<file path="config.mk">
export PLATFORM = sky130hd
export DESIGN_NAME = selective_repeat_receiver
export DESIGN_NICKNAME = d
export VERILOG_FILES = /design/src/rtl/srr_pkg.sv /design/src/rtl/srr_ram.sv /design/src/rtl/srr_cmp.sv /design/src/rtl/selective_repeat_receiver.sv
export VERILOG_INCLUDE_DIRS = /design/src /design/src/rtl
export SDC_FILE = /design/constraint.sdc
export NUM_CORES = 2
export LEC_CHECK = 0
export ABC_AREA = 1
export ABC_CLOCK_PERIOD_IN_PS = 10400
export BUFFER_PORTS_ARGS = -buffer_cell sky130_fd_sc_hd__buf_2
export CAP_MARGIN = 10
export CELL_PAD_IN_SITES_DETAIL_PLACEMENT = 0
export CELL_PAD_IN_SITES_GLOBAL_PLACEMENT = 1
export CORE_UTILIZATION = 50
export DETAILED_ROUTE_END_ITERATION = 8
export PLACE_DENSITY_LB_ADDON = 0.1
export SYNTH_ARGS = -nofsm -noshare
export SYNTH_HDL_FRONTEND = slang
export SYNTH_HIERARCHICAL = 1
export SYNTH_SLANG_ARGS = --single-unit
export TNS_END_PERCENT = 10
</file>
<file path="constraint.sdc">
create_clock -name clk_i -period 10.4 [get_ports clk_i]
set_input_delay 2.6 -clock clk_i [delete_from_list [all_inputs] [get_ports clk_i]]
set_output_delay 2.6 -clock clk_i [all_outputs]
set_load 0.05 [all_outputs]
</file>
<file path="src/rtl/selective_repeat_receiver_assert.svh">
// Assertion macros shared by the selective repeat receiver RTL.
`ifndef SELECTIVE_REPEAT_RECEIVER_ASSERT_SVH
`define SELECTIVE_REPEAT_RECEIVER_ASSERT_SVH

// Same-cycle implication, checked at every rising clock edge outside reset.
`define SRR_ASSERT_IMPL(lbl, clk, rst_n, pre, post) \
  lbl: assert property (@(posedge clk) disable iff (!rst_n) (pre) |-> (post)) \
    else $error("srr: implication check failed");

// Next-cycle implication, checked at every rising clock edge outside reset.
`define SRR_ASSERT_NEXT(lbl, clk, rst_n, pre, post) \
  lbl: assert property (@(posedge clk) disable iff (!rst_n) (pre) |=> (post)) \
    else $error("srr: next-cycle check failed");

`endif

</file>
<file path="src/rtl/srr_pkg.sv">
// Shared types and constants of the selective repeat receiver.
`default_nettype none
package srr_pkg;

  localparam int unsigned WindowSlots = 32;
  localparam int unsigned WaitDepth   = 16;
  localparam logic [15:0] CapReset    = 16'd1024;

  // Request codes.
  localparam logic [1:0] REQ_SEND = 2'd0;
  localparam logic [1:0] REQ_DATA = 2'd1;
  localparam logic [1:0] REQ_EOF  = 2'd2;
  localparam logic [1:0] REQ_TICK = 2'd3;

  // Result kinds.
  localparam logic [2:0] KIND_CMD     = 3'd0;
  localparam logic [2:0] KIND_BUSY    = 3'd1;
  localparam logic [2:0] KIND_DONE    = 3'd2;
  localparam logic [2:0] KIND_ACK     = 3'd3;
  localparam logic [2:0] KIND_ACT     = 3'd4;
  localparam logic [2:0] KIND_DELIVER = 3'd5;

  localparam logic [31:0] NoteMissing = 32'hFFFF_FFFE;

  // Result of the shared subtract and compare unit.
  typedef struct packed {
    logic        lt;
    logic [32:0] diff;
  } cmp_t;

endpackage
`default_nettype wire

</file>
<file path="src/rtl/srr_ram.sv">
// Generic single-write, single-read RAM with registered read data.
`default_nettype none
module srr_ram #(
  parameter int unsigned WIDTH = 32,
  parameter int unsigned DEPTH = 16,
  localparam int unsigned Aw = (DEPTH > 1) ? $clog2(DEPTH) : 1
) (
  input  wire logic             clk_i,
  input  wire logic             we_i,
  input  wire logic [Aw-1:0]    waddr_i,
  input  wire logic [WIDTH-1:0] wdata_i,
  input  wire logic [Aw-1:0]    raddr_i,
  output logic      [WIDTH-1:0] rdata_o
);

  logic [WIDTH-1:0] mem_q [DEPTH];

  // Write port and registered read port.
  always_ff @(posedge clk_i) begin
    if (we_i) begin
      mem_q[waddr_i] <= wdata_i;
    end
    rdata_o <= mem_q[raddr_i];
  end

endmodule
`default_nettype wire

</file>
<file path="src/rtl/srr_cmp.sv">
// Shared subtract and compare unit of the receiver sequencer.
`default_nettype none
module srr_cmp (
  input  wire logic [31:0] a_i,
  input  wire logic [31:0] b_i,
  output srr_pkg::cmp_t    res_o
);

  logic [32:0] diff;

  // One wide subtract; the borrow gives a less-than.
  assign diff       = {1'b0, a_i} - {1'b0, b_i};
  assign res_o.diff = diff;
  assign res_o.lt   = diff[32];

endmodule
`default_nettype wire

</file>
<file path="src/rtl/selective_repeat_receiver.sv">
// Top level of the selective repeat receiver: sequencer, window and wait queue.
//
// Usage: requests enter on the valid/ready input channel (send request, data,
// end of file, tick); results leave on the valid/ready output channel, one
// per cycle at most, with last_result_o set on the final result of a request.
// The cap on delivered length is written through cfg_we_i/cfg_wdata_i by the
// user only while the block is idle; the block itself does not enforce this.
// Sequence: a request is captured in idle and evaluated in the execute state,
// which registers a single result into the output register. A data packet
// that is stored passes through the store state, and each in-order delivery
// then takes a slot check and a slot read of the window RAM, followed by the
// closing ack. A completing end of file passes through the done state and,
// when senders wait, the activation of the next waiting sender.
// Flow control: one request at a time; in_ready_o is high only in idle, so a
// new request is taken only after the previous one is finished.
// Reset clears the session, the window valid bits and the wait queue; the
// cap returns to 1024. When the output side stalls, the sequencer holds its
// state and the pending result until the output register is free.
`default_nettype none
module selective_repeat_receiver #(
  parameter int unsigned WINDOW_SLOTS = srr_pkg::WindowSlots,
  parameter int unsigned WAIT_DEPTH   = srr_pkg::WaitDepth
) (
  input  wire logic        clk_i,
  input  wire logic        rst_ni,
  input  wire logic        in_valid_i,
  output logic             in_ready_o,
  input  wire logic [1:0]  req_type_i,
  input  wire logic [31:0] sender_id_i,
  input  wire logic [30:0] seq_num_i,
  input  wire logic [31:0] payload_ref_i,
  input  wire logic [15:0] payload_len_i,
  output logic             out_valid_o,
  input  wire logic        out_ready_i,
  output logic [2:0]       out_kind_o,
  output logic [31:0]      dest_id_o,
  output logic [31:0]      ack_seq_o,
  output logic [31:0]      ack_note_o,
  output logic [31:0]      deliver_ref_o,
  output logic [15:0]      deliver_len_o,
  output logic             queue_overflow_o,
  output logic             last_result_o,
  input  wire logic        cfg_we_i,
  input  wire logic [15:0] cfg_wdata_i
);

  localparam int unsigned SlotAw = $clog2(WINDOW_SLOTS);
  localparam int unsigned WaitAw = (WAIT_DEPTH > 1) ? $clog2(WAIT_DEPTH) : 1;
  localparam int unsigned CntW   = $clog2(WAIT_DEPTH + 1);

  localparam logic [3:0] ST_IDLE      = 4'd0;
  localparam logic [3:0] ST_EXEC      = 4'd1;
  localparam logic [3:0] ST_STORE     = 4'd2;
  localparam logic [3:0] ST_DRAIN_CHK = 4'd3;
  localparam logic [3:0] ST_DRAIN_OUT = 4'd4;
  localparam logic [3:0] ST_ACK       = 4'd5;
  localparam logic [3:0] ST_DONE_EOF  = 4'd6;
  localparam logic [3:0] ST_ACT_EOF   = 4'd7;

  logic [3:0] state_q, state_d;

  // Captured request.
  logic [1:0]  req_q;
  logic [31:0] sender_q;
  logic [30:0] seq_q;
  logic [31:0] ref_q;
  logic [15:0] len_q;

  // Session and queue state.
  logic [15:0]             cap_q;
  logic                    sv_q, sv_d;
  logic [31:0]             sid_q, sid_d;
  logic                    conn_q, conn_d;
  logic [31:0]             ne_q, ne_d;
  logic [SlotAw-1:0]       head_q, head_d;
  logic [31:0]             ack_dest_q, ack_dest_d;
  logic [WINDOW_SLOTS-1:0] valid_q, valid_d;
  logic [WaitAw-1:0]       whead_q, whead_d;
  logic [WaitAw-1:0]       wtail_q, wtail_d;
  logic [CntW-1:0]         wcount_q, wcount_d;
  logic [SlotAw-1:0]       slot_q, slot_d;
  logic                    hit_q, hit_d;

  // Output register.
  logic        out_valid_q, out_valid_d;
  logic [2:0]  kind_q, kind_d;
  logic [31:0] dest_q, dest_d;
  logic [31:0] aseq_q, aseq_d;
  logic [31:0] note_q, note_d;
  logic [31:0] dref_q, dref_d;
  logic [15:0] dlen_q, dlen_d;
  logic        ovf_q, ovf_d;
  logic        last_q, last_d;

  logic          emit;
  logic          push;
  logic          out_free;
  logic          ours;
  logic [31:0]   cmp_a, cmp_b;
  srr_pkg::cmp_t cmp_res;
  logic          in_win;
  logic          eof_match;
  logic [SlotAw:0] slot_sum;
  logic [SlotAw:0] slot_wrap;
  logic [47:0]   slot_rdata;
  logic [31:0]   fifo_rdata;
  logic [15:0]   slot_len;

  assign in_ready_o = (state_q == ST_IDLE);
  assign out_free   = !out_valid_q || out_ready_i;
  assign ours       = sv_q && (sid_q == sender_q);

  // Shared compare unit: end of file measures next_expected against seq,
  // data measures seq against next_expected.
  always_comb begin
    if (req_q == srr_pkg::REQ_EOF) begin
      cmp_a = ne_q;
      cmp_b = {1'b0, seq_q};
    end else begin
      cmp_a = {1'b0, seq_q};
      cmp_b = ne_q;
    end
  end

  srr_cmp u_cmp (
    .a_i   (cmp_a),
    .b_i   (cmp_b),
    .res_o (cmp_res)
  );

  assign in_win    = !cmp_res.lt && (cmp_res.diff < 33'(WINDOW_SLOTS));
  assign eof_match = !cmp_res.lt && (cmp_res.diff == 33'd1);
  assign slot_sum  = {1'b0, head_q} + {1'b0, cmp_res.diff[SlotAw-1:0]};
  assign slot_wrap = (slot_sum >= (SlotAw + 1)'(WINDOW_SLOTS)) ?
                     slot_sum - (SlotAw + 1)'(WINDOW_SLOTS) : slot_sum;
  assign slot_len  = (slot_rdata[15:0] < cap_q) ? slot_rdata[15:0] : cap_q;

  // Window storage: handle and length per slot.
  srr_ram #(.WIDTH(48), .DEPTH(WINDOW_SLOTS)) u_slot_ram (
    .clk_i   (clk_i),
    .we_i    (state_q == ST_STORE),
    .waddr_i (slot_q),
    .wdata_i ({ref_q, len_q}),
    .raddr_i (head_q),
    .rdata_o (slot_rdata)
  );

  // Wait queue storage.
  srr_ram #(.WIDTH(32), .DEPTH(WAIT_DEPTH)) u_wait_ram (
    .clk_i   (clk_i),
    .we_i    (push),
    .waddr_i (wtail_q),
    .wdata_i (sender_q),
    .raddr_i (whead_q),
    .rdata_o (fifo_rdata)
  );

  // Sequencer.
  always_comb begin
    state_d    = state_q;
    sv_d       = sv_q;
    sid_d      = sid_q;
    conn_d     = conn_q;
    ne_d       = ne_q;
    head_d     = head_q;
    ack_dest_d = ack_dest_q;
    valid_d    = valid_q;
    whead_d    = whead_q;
    wtail_d    = wtail_q;
    wcount_d   = wcount_q;
    slot_d     = slot_q;
    hit_d      = hit_q;
    push       = 1'b0;
    emit       = 1'b0;
    kind_d     = srr_pkg::KIND_CMD;
    dest_d     = 32'd0;
    aseq_d     = 32'd0;
    note_d     = 32'd0;
    dref_d     = 32'd0;
    dlen_d     = 16'd0;
    ovf_d      = 1'b0;
    last_d     = 1'b1;
    case (state_q)
      ST_IDLE: begin
        if (in_valid_i) begin
          state_d = ST_EXEC;
        end
      end
      ST_EXEC: begin
        case (req_q)
          srr_pkg::REQ_SEND: begin
            if (out_free) begin
              emit    = 1'b1;
              dest_d  = sender_q;
              state_d = ST_IDLE;
              if (!sv_q || sid_q == sender_q) begin
                sv_d       = 1'b1;
                sid_d      = sender_q;
                conn_d     = 1'b1;
                ack_dest_d = sender_q;
                kind_d     = srr_pkg::KIND_CMD;
              end else if (wcount_q >= CntW'(WAIT_DEPTH)) begin
                kind_d = srr_pkg::KIND_BUSY;
                ovf_d  = 1'b1;
              end else begin
                kind_d   = srr_pkg::KIND_BUSY;
                push     = 1'b1;
                wtail_d  = (wtail_q == WaitAw'(WAIT_DEPTH - 1)) ? '0 : wtail_q + 1'b1;
                wcount_d = wcount_q + 1'b1;
              end
            end
          end
          srr_pkg::REQ_DATA: begin
            if (!ours) begin
              if (out_free) begin
                emit    = 1'b1;
                kind_d  = srr_pkg::KIND_DONE;
                dest_d  = sender_q;
                state_d = ST_IDLE;
              end
            end else if (cmp_res.lt) begin
              state_d = ST_IDLE;
            end else if (in_win) begin
              slot_d  = slot_wrap[SlotAw-1:0];
              hit_d   = (cmp_res.diff == 33'd0);
              state_d = ST_STORE;
            end else begin
              state_d = ST_ACK;
            end
          end
          srr_pkg::REQ_EOF: begin
            if (!ours) begin
              if (out_free) begin
                emit    = 1'b1;
                kind_d  = srr_pkg::KIND_DONE;
                dest_d  = sender_q;
                state_d = ST_IDLE;
              end
            end else if (eof_match) begin
              state_d = ST_DONE_EOF;
            end else if (out_free) begin
              emit    = 1'b1;
              kind_d  = srr_pkg::KIND_ACK;
              dest_d  = ack_dest_q;
              aseq_d  = ne_q - 32'd1;
              note_d  = srr_pkg::NoteMissing;
              state_d = ST_IDLE;
            end
          end
          default: begin
            // Timeout tick.
            if (sv_q && !conn_q) begin
              if (out_free) begin
                emit    = 1'b1;
                kind_d  = srr_pkg::KIND_ACT;
                dest_d  = sid_q;
                state_d = ST_IDLE;
              end
            end else if (sv_q && ne_q != 32'd0) begin
              if (out_free) begin
                emit    = 1'b1;
                kind_d  = srr_pkg::KIND_ACK;
                dest_d  = ack_dest_q;
                aseq_d  = ne_q - 32'd1;
                note_d  = srr_pkg::NoteMissing;
                state_d = ST_IDLE;
              end
            end else begin
              state_d = ST_IDLE;
            end
          end
        endcase
      end
      ST_STORE: begin
        valid_d[slot_q] = 1'b1;
        state_d = hit_q ? ST_DRAIN_CHK : ST_ACK;
      end
      ST_DRAIN_CHK: begin
        state_d = valid_q[head_q] ? ST_DRAIN_OUT : ST_ACK;
      end
      ST_DRAIN_OUT: begin
        if (out_free) begin
          emit            = 1'b1;
          last_d          = 1'b0;
          kind_d          = srr_pkg::KIND_DELIVER;
          dest_d          = sid_q;
          dref_d          = slot_rdata[47:16];
          dlen_d          = slot_len;
          valid_d[head_q] = 1'b0;
          head_d = (head_q == SlotAw'(WINDOW_SLOTS - 1)) ? '0 : head_q + 1'b1;
          ne_d            = ne_q + 32'd1;
          state_d         = ST_DRAIN_CHK;
        end
      end
      ST_ACK: begin
        if (out_free) begin
          emit    = 1'b1;
          kind_d  = srr_pkg::KIND_ACK;
          dest_d  = ack_dest_q;
          aseq_d  = ne_q - 32'd1;
          note_d  = {1'b0, seq_q};
          state_d = ST_IDLE;
        end
      end
      ST_DONE_EOF: begin
        if (out_free) begin
          emit    = 1'b1;
          kind_d  = srr_pkg::KIND_DONE;
          dest_d  = ack_dest_q;
          last_d  = (wcount_q == '0);
          valid_d = '0;
          ne_d    = 32'd0;
          head_d  = '0;
          conn_d  = 1'b0;
          if (wcount_q == '0) begin
            sv_d    = 1'b0;
            state_d = ST_IDLE;
          end else begin
            state_d = ST_ACT_EOF;
          end
        end
      end
      ST_ACT_EOF: begin
        if (out_free) begin
          emit     = 1'b1;
          kind_d   = srr_pkg::KIND_ACT;
          dest_d   = fifo_rdata;
          sid_d    = fifo_rdata;
          whead_d  = (whead_q == WaitAw'(WAIT_DEPTH - 1)) ? '0 : whead_q + 1'b1;
          wcount_d = wcount_q - 1'b1;
          state_d  = ST_IDLE;
        end
      end
      default: begin
        state_d = ST_IDLE;
      end
    endcase
  end

  assign out_valid_d = emit ? 1'b1 : (out_ready_i ? 1'b0 : out_valid_q);

  // Control state.
  always_ff @(posedge clk_i or negedge rst_ni) begin
    if (!rst_ni) begin
      state_q     <= ST_IDLE;
      cap_q       <= srr_pkg::CapReset;
      sv_q        <= 1'b0;
      sid_q       <= 32'd0;
      conn_q      <= 1'b0;
      ne_q        <= 32'd0;
      head_q      <= '0;
      ack_dest_q  <= 32'd0;
      valid_q     <= '0;
      whead_q     <= '0;
      wtail_q     <= '0;
      wcount_q    <= '0;
      out_valid_q <= 1'b0;
    end else begin
      state_q     <= state_d;
      if (cfg_we_i) begin
        cap_q <= cfg_wdata_i;
      end
      sv_q        <= sv_d;
      sid_q       <= sid_d;
      conn_q      <= conn_d;
      ne_q        <= ne_d;
      head_q      <= head_d;
      ack_dest_q  <= ack_dest_d;
      valid_q     <= valid_d;
      whead_q     <= whead_d;
      wtail_q     <= wtail_d;
      wcount_q    <= wcount_d;
      out_valid_q <= out_valid_d;
    end
  end

  // Request capture, window bookkeeping and result payload.
  always_ff @(posedge clk_i) begin
    if (in_valid_i && in_ready_o) begin
      req_q    <= req_type_i;
      sender_q <= sender_id_i;
      seq_q    <= seq_num_i;
      ref_q    <= payload_ref_i;
      len_q    <= payload_len_i;
    end
    slot_q <= slot_d;
    hit_q  <= hit_d;
    if (emit) begin
      kind_q <= kind_d;
      dest_q <= dest_d;
      aseq_q <= aseq_d;
      note_q <= note_d;
      dref_q <= dref_d;
      dlen_q <= dlen_d;
      ovf_q  <= ovf_d;
      last_q <= last_d;
    end
  end

  assign out_valid_o      = out_valid_q;
  assign out_kind_o       = kind_q;
  assign dest_id_o        = dest_q;
  assign ack_seq_o        = aseq_q;
  assign ack_note_o       = note_q;
  assign deliver_ref_o    = dref_q;
  assign deliver_len_o    = dlen_q;
  assign queue_overflow_o = ovf_q;
  assign last_result_o    = last_q;

  `include "selective_repeat_receiver_assert.svh"

  // The wait queue never counts more senders than it holds.
  `SRR_ASSERT_IMPL(a_wait_count, clk_i, rst_ni, 1'b1, wcount_q <= CntW'(WAIT_DEPTH))
  // With no sender served, the window is empty and at its origin.
  `SRR_ASSERT_IMPL(a_idle_window, clk_i, rst_ni, !sv_q, ne_q == 32'd0 && valid_q == '0)
  // A delivery is only read from a slot that holds a packet.
  `SRR_ASSERT_IMPL(a_drain_valid, clk_i, rst_ni, state_q == ST_DRAIN_OUT, valid_q[head_q])

endmodule
`default_nettype wire
</file>
# Yosys cells after proc, flatten, opt, wreduce, memory -nomap -nowiden
# Memories as Yosys holds them, arrays and structs flattened. A register that Yosys moved wholly into a read port is not among the register bits.
# Index checks and enable logic that the tools add are counted.
[totals] mem_count=2 ff_bits=437 mem_bits_rw=2048 in_bits=134 out_inout_bits=151
[memory_table] memory="u_slot_ram.mem_q" depth=32 word_bits=48 rd=1 rd_ports_with_merged_regs=1 write_ports=1 line_no="srr_ram.sv:16" text="logic [WIDTH-1:0] mem_q [DEPTH];"
[memory_table] memory="u_wait_ram.mem_q" depth=16 word_bits=32 rd=1 rd_ports_with_merged_regs=1 write_ports=1 line_no="srr_ram.sv:16"
[op_classes] addsub=10 n_reduce_logical=41 bitwise_logic=9 n_lt_le_gt_ge=8 n_eq_ne=24 muxes=118
[op_table] operator="32-bit 2-to-1 mux" count=28
[op_table] operator="32-bit case mux with 2 select lines" count=6
[op_table] operator="32-bit case mux with 3 select lines" count=2
[op_table] operator="32-bit case mux with 4 select lines" count=1
[op_table] operator="5-bit 2-to-1 mux" count=9
[op_table] operator="4-bit 2-to-1 mux" count=11
[op_table] operator="33-bit by 1-bit == test with 1-bit output, second input constant" count=1
[op_table] operator="33-bit zero test" count=1
[op_table] operator="33-bit by 6-bit less-than comparator with 1-bit output, second input constant" count=1
[op_table] operator="32-bit by 32-bit subtractor with 33-bit output" count=1
[op_table] operator="32-bit by 1-bit adder with 32-bit output, second input constant" count=1
[op_table] operator="32-bit bitwise AND" count=1
[op_table] operator="32-bit == test" count=1
[op_table] operator="1-bit 2-to-1 mux" count=32
[op_table] operator="32-bit NOT" count=1
[op_table] operator="32-bit bitwise OR" count=1
[op_table] operator="32-bit nonzero test" count=1
[op_table] operator="32-bit by 1-bit subtractor with 32-bit output, second input constant" count=1
[op_table] operator="31-bit 2-to-1 mux" count=1
[op_table] operator="4-bit case mux with 7 select lines" count=1
[op_table] operator="3-bit 2-to-1 mux" count=8
[op_table] operator="2-bit != test, second input constant" count=10
[op_table] operator="5-bit case mux with 2 select lines" count=2
[op_table] operator="5-bit AND reduction" count=4
[op_table] operator="other kinds (40)" count=84

# Logic depth before layout (Yosys ltp)
[logic_depth] depth_word=10 ltp_mapped=34 depth_no_buf=32

# Cells and area by module
# The synthesis kept the hierarchy.
[modules_own_cells] module="srr_ram (u_slot_ram)" cells_each=5279 area_per_inst_um2=62967.9 seq_area_each_um2=47085.2 n_inst=1
[modules_own_cells] module="srr_ram (u_wait_ram)" cells_each=2120 area_per_inst_um2=22730.6 seq_area_each_um2=16015.4 n_inst=1
[modules_own_cells] module="selective_repeat_receiver" cells_each=2560 area_per_inst_um2=22412.7 seq_area_each_um2=12278.0 n_inst=1
[modules_own_cells] module="srr_cmp" cells_each=551 area_per_inst_um2=2618.8 seq_area_each_um2=0.0 n_inst=1

# Worst setup path before layout
# No wires, ideal clock.
[synth_timing] path_kind="input -> register" startpoint="input in_valid_i" endpoint="register len_q[0] (enable)" slack_ns=2.515 setup_ns=0.587 cell_stages=2 n_path_buf=0 arrival_ns=7.298 path_cell_list="inv_1 > nor2_1"
[synth_via] elab_chain_len=1
[synth_lines] element="start, declared" line_no="selective_repeat_receiver.sv:26" text="input wire logic in_valid_i,"
[synth_lines] element="1-bit logical AND" line_no="selective_repeat_receiver.sv:379" text="if (in_valid_i && in_ready_o) begin"
[synth_lines] element="end signal, assigned" line_no="selective_repeat_receiver.sv:384" text="len_q <= payload_len_i;"
[synth_lines] element="end, declared" line_no="selective_repeat_receiver.sv:67" text="logic [15:0] len_q;"
# No other way between the ends.
# A chain may end at the register's enable or synchronous reset.

# Worst setup path in the final report
[layout_timing] startpoint="input out_ready_i" endpoint="register sid_q[20]"
[layout_via] elab_chain_len=3
[layout_lines] element="start, declared" line_no="selective_repeat_receiver.sv:34" text="input wire logic out_ready_i,"
[layout_lines] element="1-bit logical OR *" line_no="selective_repeat_receiver.sv:110" text="assign out_free = !out_valid_q || out_ready_i;"
[layout_lines] element="2-bit != test (no line)"
[layout_lines] element="5-bit AND reduction (no line) *"
[layout_lines] element="end signal, assigned" line_no="selective_repeat_receiver.sv:364" text="sid_q <= sid_d;"
[layout_lines] element="end, declared" line_no="selective_repeat_receiver.sv:72" text="logic [31:0] sid_q, sid_d;"
# Mark *: on every way between the ends. The rest lies on a longest branch, timed or not.

==> flow_metrics.py <==
metrics = {
    "timing": {
        "clock.fmax_mhz": 156,
        "finClkSkew_ns": 0.0842,
        "fin_crit_ns": 6.41,
        "hold_violations": 0,
        "finalCritPeriodShare_pct": 61.6,
        "tns_ns": 0,
        "tightestPinTransition_ns": 1.23,
        "report.final.slew_viol_count": 0,
        "rsz0062_at_grt": "false",
        "slew_headroom_pct": 17.7,
        "setup_violations": 0,
    },
    "global_routing": {
        "grt_usage_pct": 28.4,
        "grt_max_degree": 215,
        "antenna_found_initial": 14,
        "grt_pass1_wl_um": 471000,
        "grt_overflow": 0,
        "grt_pass1_vias": 72500,
    },
    "detailed_routing": {
        "num_vias": 76800,
        "first_iter_violations": 7153,
        "finalWirelength_um": 320000,
        "routedWlPerCell_um": 23.1,
        "drc": 0,
        "ant_nets": 0,
        "via_per_inst": 5.55,
        "firstDrtPassIters": 9,
    },
    "floorplanning": {
        "die-width_um": 473,
        "fp.coreArea_um2": 220000,
        "ios": 285,
        "die_h_um": 473,
        "num_rows": 172,
        "die_area_um2": 223000,
        "initial_core_util_pct": 50.3,
    },
    "clocking": {
        "clk_latency_ns": 0.94,
        "cts_tree": "done",
        "clkTransAtPathRegs_ns": 0.06,
        "post_cts_resized": 0,
        "clock_sinks": 2565,
        "cts-root-buf": "clkbuf_16",
        "htreeDepth": 5,
        "cts_buffer_depth": 4,
        "ctsHoldBuffers": 0,
        "cts_setup_buffers": 0,
        "numCtsBuffers": 291,
    },
    "logic_synthesis": {
        "yosys.area.top_type_share_pct": 62.8,
        "synth_ff_type": "edfxtp_1",
        "yosys.area.top_type": "edfxtp_1",
        "synth_commonest_cells": "nand2_1, edfxtp_1, nand3_1, inv_1, nor2_1",
        "synth.yosys.seq_area_share_pct": 68.1,
        "syn_area_um2": 111000,
        "synthTopCellsByArea": "edfxtp_1, nand2_1, nand3_1",
        "synth_cell_types": 60,
        "syn_inst": 10500,
        "ys_ff_latch": 2565,
        "synth_area_per_cell_um2": 10.5,
        "yosysWarnings": 6,
        "syn_nets": 10700,
        "synth-edff-count": 2316,
        "yosysMostFrequentCell": "nand2_1",
        "async_reset_ff_share_pct": 6.59,
    },
    "setup_path": {
        "worstSetupPathType": "in2reg",
        "slowest_stage": "nor2_1",
        "crit_chain": "buf_2 -> nor2_4 -> buf_4 -> inv_2 -> nand2_4 -> nor2_2 -> buf_4 -> inv_2 -> nor2_1 -> o21ai_1 -> inv_2 -> nand2_4 -> nand2_4 -> o21ai_0",
        "slowest_delay_ns": 0.86,
        "critPathMaxFanout": 68,
        "cp-start-kind": "primary input",
        "worstPathArrival_ns": 7.16,
        "required_ns": 11.15,
        "end_kind": "flip-flop",
    },
    "layout": {
        "nNetsFinal": 10900,
        "area_growth_pct": 11.2,
        "largest_register_ffs": 1536,
        "fillers": 18900,
        "design_area_um2": 123000,
        "reg.largest.list": "u_slot_ram/mem_q: 1536 flops, u_wait_ram/mem_q: 512 flops, u_slot_ram/rdata_o: 48 flops",
        "drive_gt1_share_pct": 8.94,
        "final_cells": 13800,
        "regMostFlops": "u_slot_ram/mem_q",
    },
    "pwr": {
        "powerDensity_nw_per_um2": 208,
        "power_leakage_nw": 48.5,
        "peakVddDrop_uv": 185,
    },
    "status": {
        "run_status": "finished, final reports clean",
    },
    "place": {
        "place.gp.congestion": 0.868,
        "dp_hpwl_um": 171000,
        "postPlaceCellArea_um2": 114000,
        "io_buffers": 284,
        "dp_cells": 13300,
    },
    "worst_hold_path": {
        "hp-class": "reg2reg",
    },
    "job": {
        "cap_violations": 0,
    },
}
-- cell usage in the layout, fill, tap and decap left out, types with 133 or more instances in the layout --
| cell | instances |
|---|---|
| a21oi_1 | 133 |
| buf_2 | 283 |
| clkbuf_16 | 295 |
| dfrtp_1 | 159 |
| edfxtp_1 | 2316 |
| inv_1 | 838 |
| nand2_1 | 3568 |
| nand3_1 | 1752 |
| nor2_1 | 313 |
| o21ai_0 | 291 |
-- metrics by stage --
stage	util (%)	hold slack, ns	worst slack [ns]	power (W)
2_1_floorplan	-	0.453	2.52	0.0150
3_3_place_gp	51.9	0.465	3.20	0.0161
3_5_place_dp	51.9	0.474	3.13	0.0161
4_1_cts	56.0	0.488	4.09	0.0258
5_1_grt	56.0	0.507	3.61	0.0267
6_report	56.0	0.484	3.99	0.0257
-- power by group --
part | internal, W | switching [W] | leakage (nW)
clock | 0.00573 | 0.00399 | 4.35
sequential | 0.0115 | 0.000354 | 23.7
combinational | 0.00114 | 0.00292 | 20.5
total | 0.0184 | 0.00726 | 48.5
-- critical path, delay by kind of cell --
kind	cells	cell delay, ns
and+or+nand+nor	6	2.37
buffers and inverters	6	1.64
AOI/OAI and AO/OA	2	0.44
-- path summary, 6_finish.rpt --
check                      cells after the start                              end  slack [ns]                      start
min in group asynchronous                      1            cap_q[12]$_DFFE_PN0P_        1.74                     rst_ni
setup reg to reg                              26  deliver_ref_o[26]$_SDFFCE_PN0P_        4.11         req_q[1]$_DFFE_PP_
hold / removal                                 2        ack_dest_q[5]$_DFFE_PN0P_        0.48  ack_dest_q[5]$_DFFE_PN0P_
max in group asynchronous                      3             ne_q[16]$_DFFE_PN0P_        6.58                     rst_ni
hold reg to reg                                2        ack_dest_q[5]$_DFFE_PN0P_        0.48  ack_dest_q[5]$_DFFE_PN0P_
setup / recovery                              14            sid_q[20]$_DFFE_PN0P_        3.99                out_ready_i
-- metal layers --
metal  routed length (um)  vias to the layer above  track usage (%)
met2               152000                     2815             46.3
met4                10700                        0             9.78
met5                    0                        -                0
met1               136000                    37600             39.2
li1                     -                    35700                -
met3                21400                      576             3.56
-- cells by family after synthesis --
group,Yosys count,synth area share [%]
xor gates and xnor gates,55,0.435
and+or+nand+nor,5855,22.3
buffers and inverters,1422,5.75
DFF,2565,68.1
adders and majority gates,66,0.766
other,1,0.00339
AOI/OAI and AO/OA,546,2.67
-- final cells by class --
type                    instances  area (um2)  area share [%]
diodes                          3        7.51         0.00610
clock buffers                 372        7820            6.35
clock inverters               129        1090           0.882
inverters                     863        3280            2.66
multi-input cells            6523       29400            23.9
flip-flops and latches       2565       75400            61.2
well taps                    2958        3700            3.01
repair buffers                414        2470            2.00
Note: power is estimated with default switching activity, not from simulation.
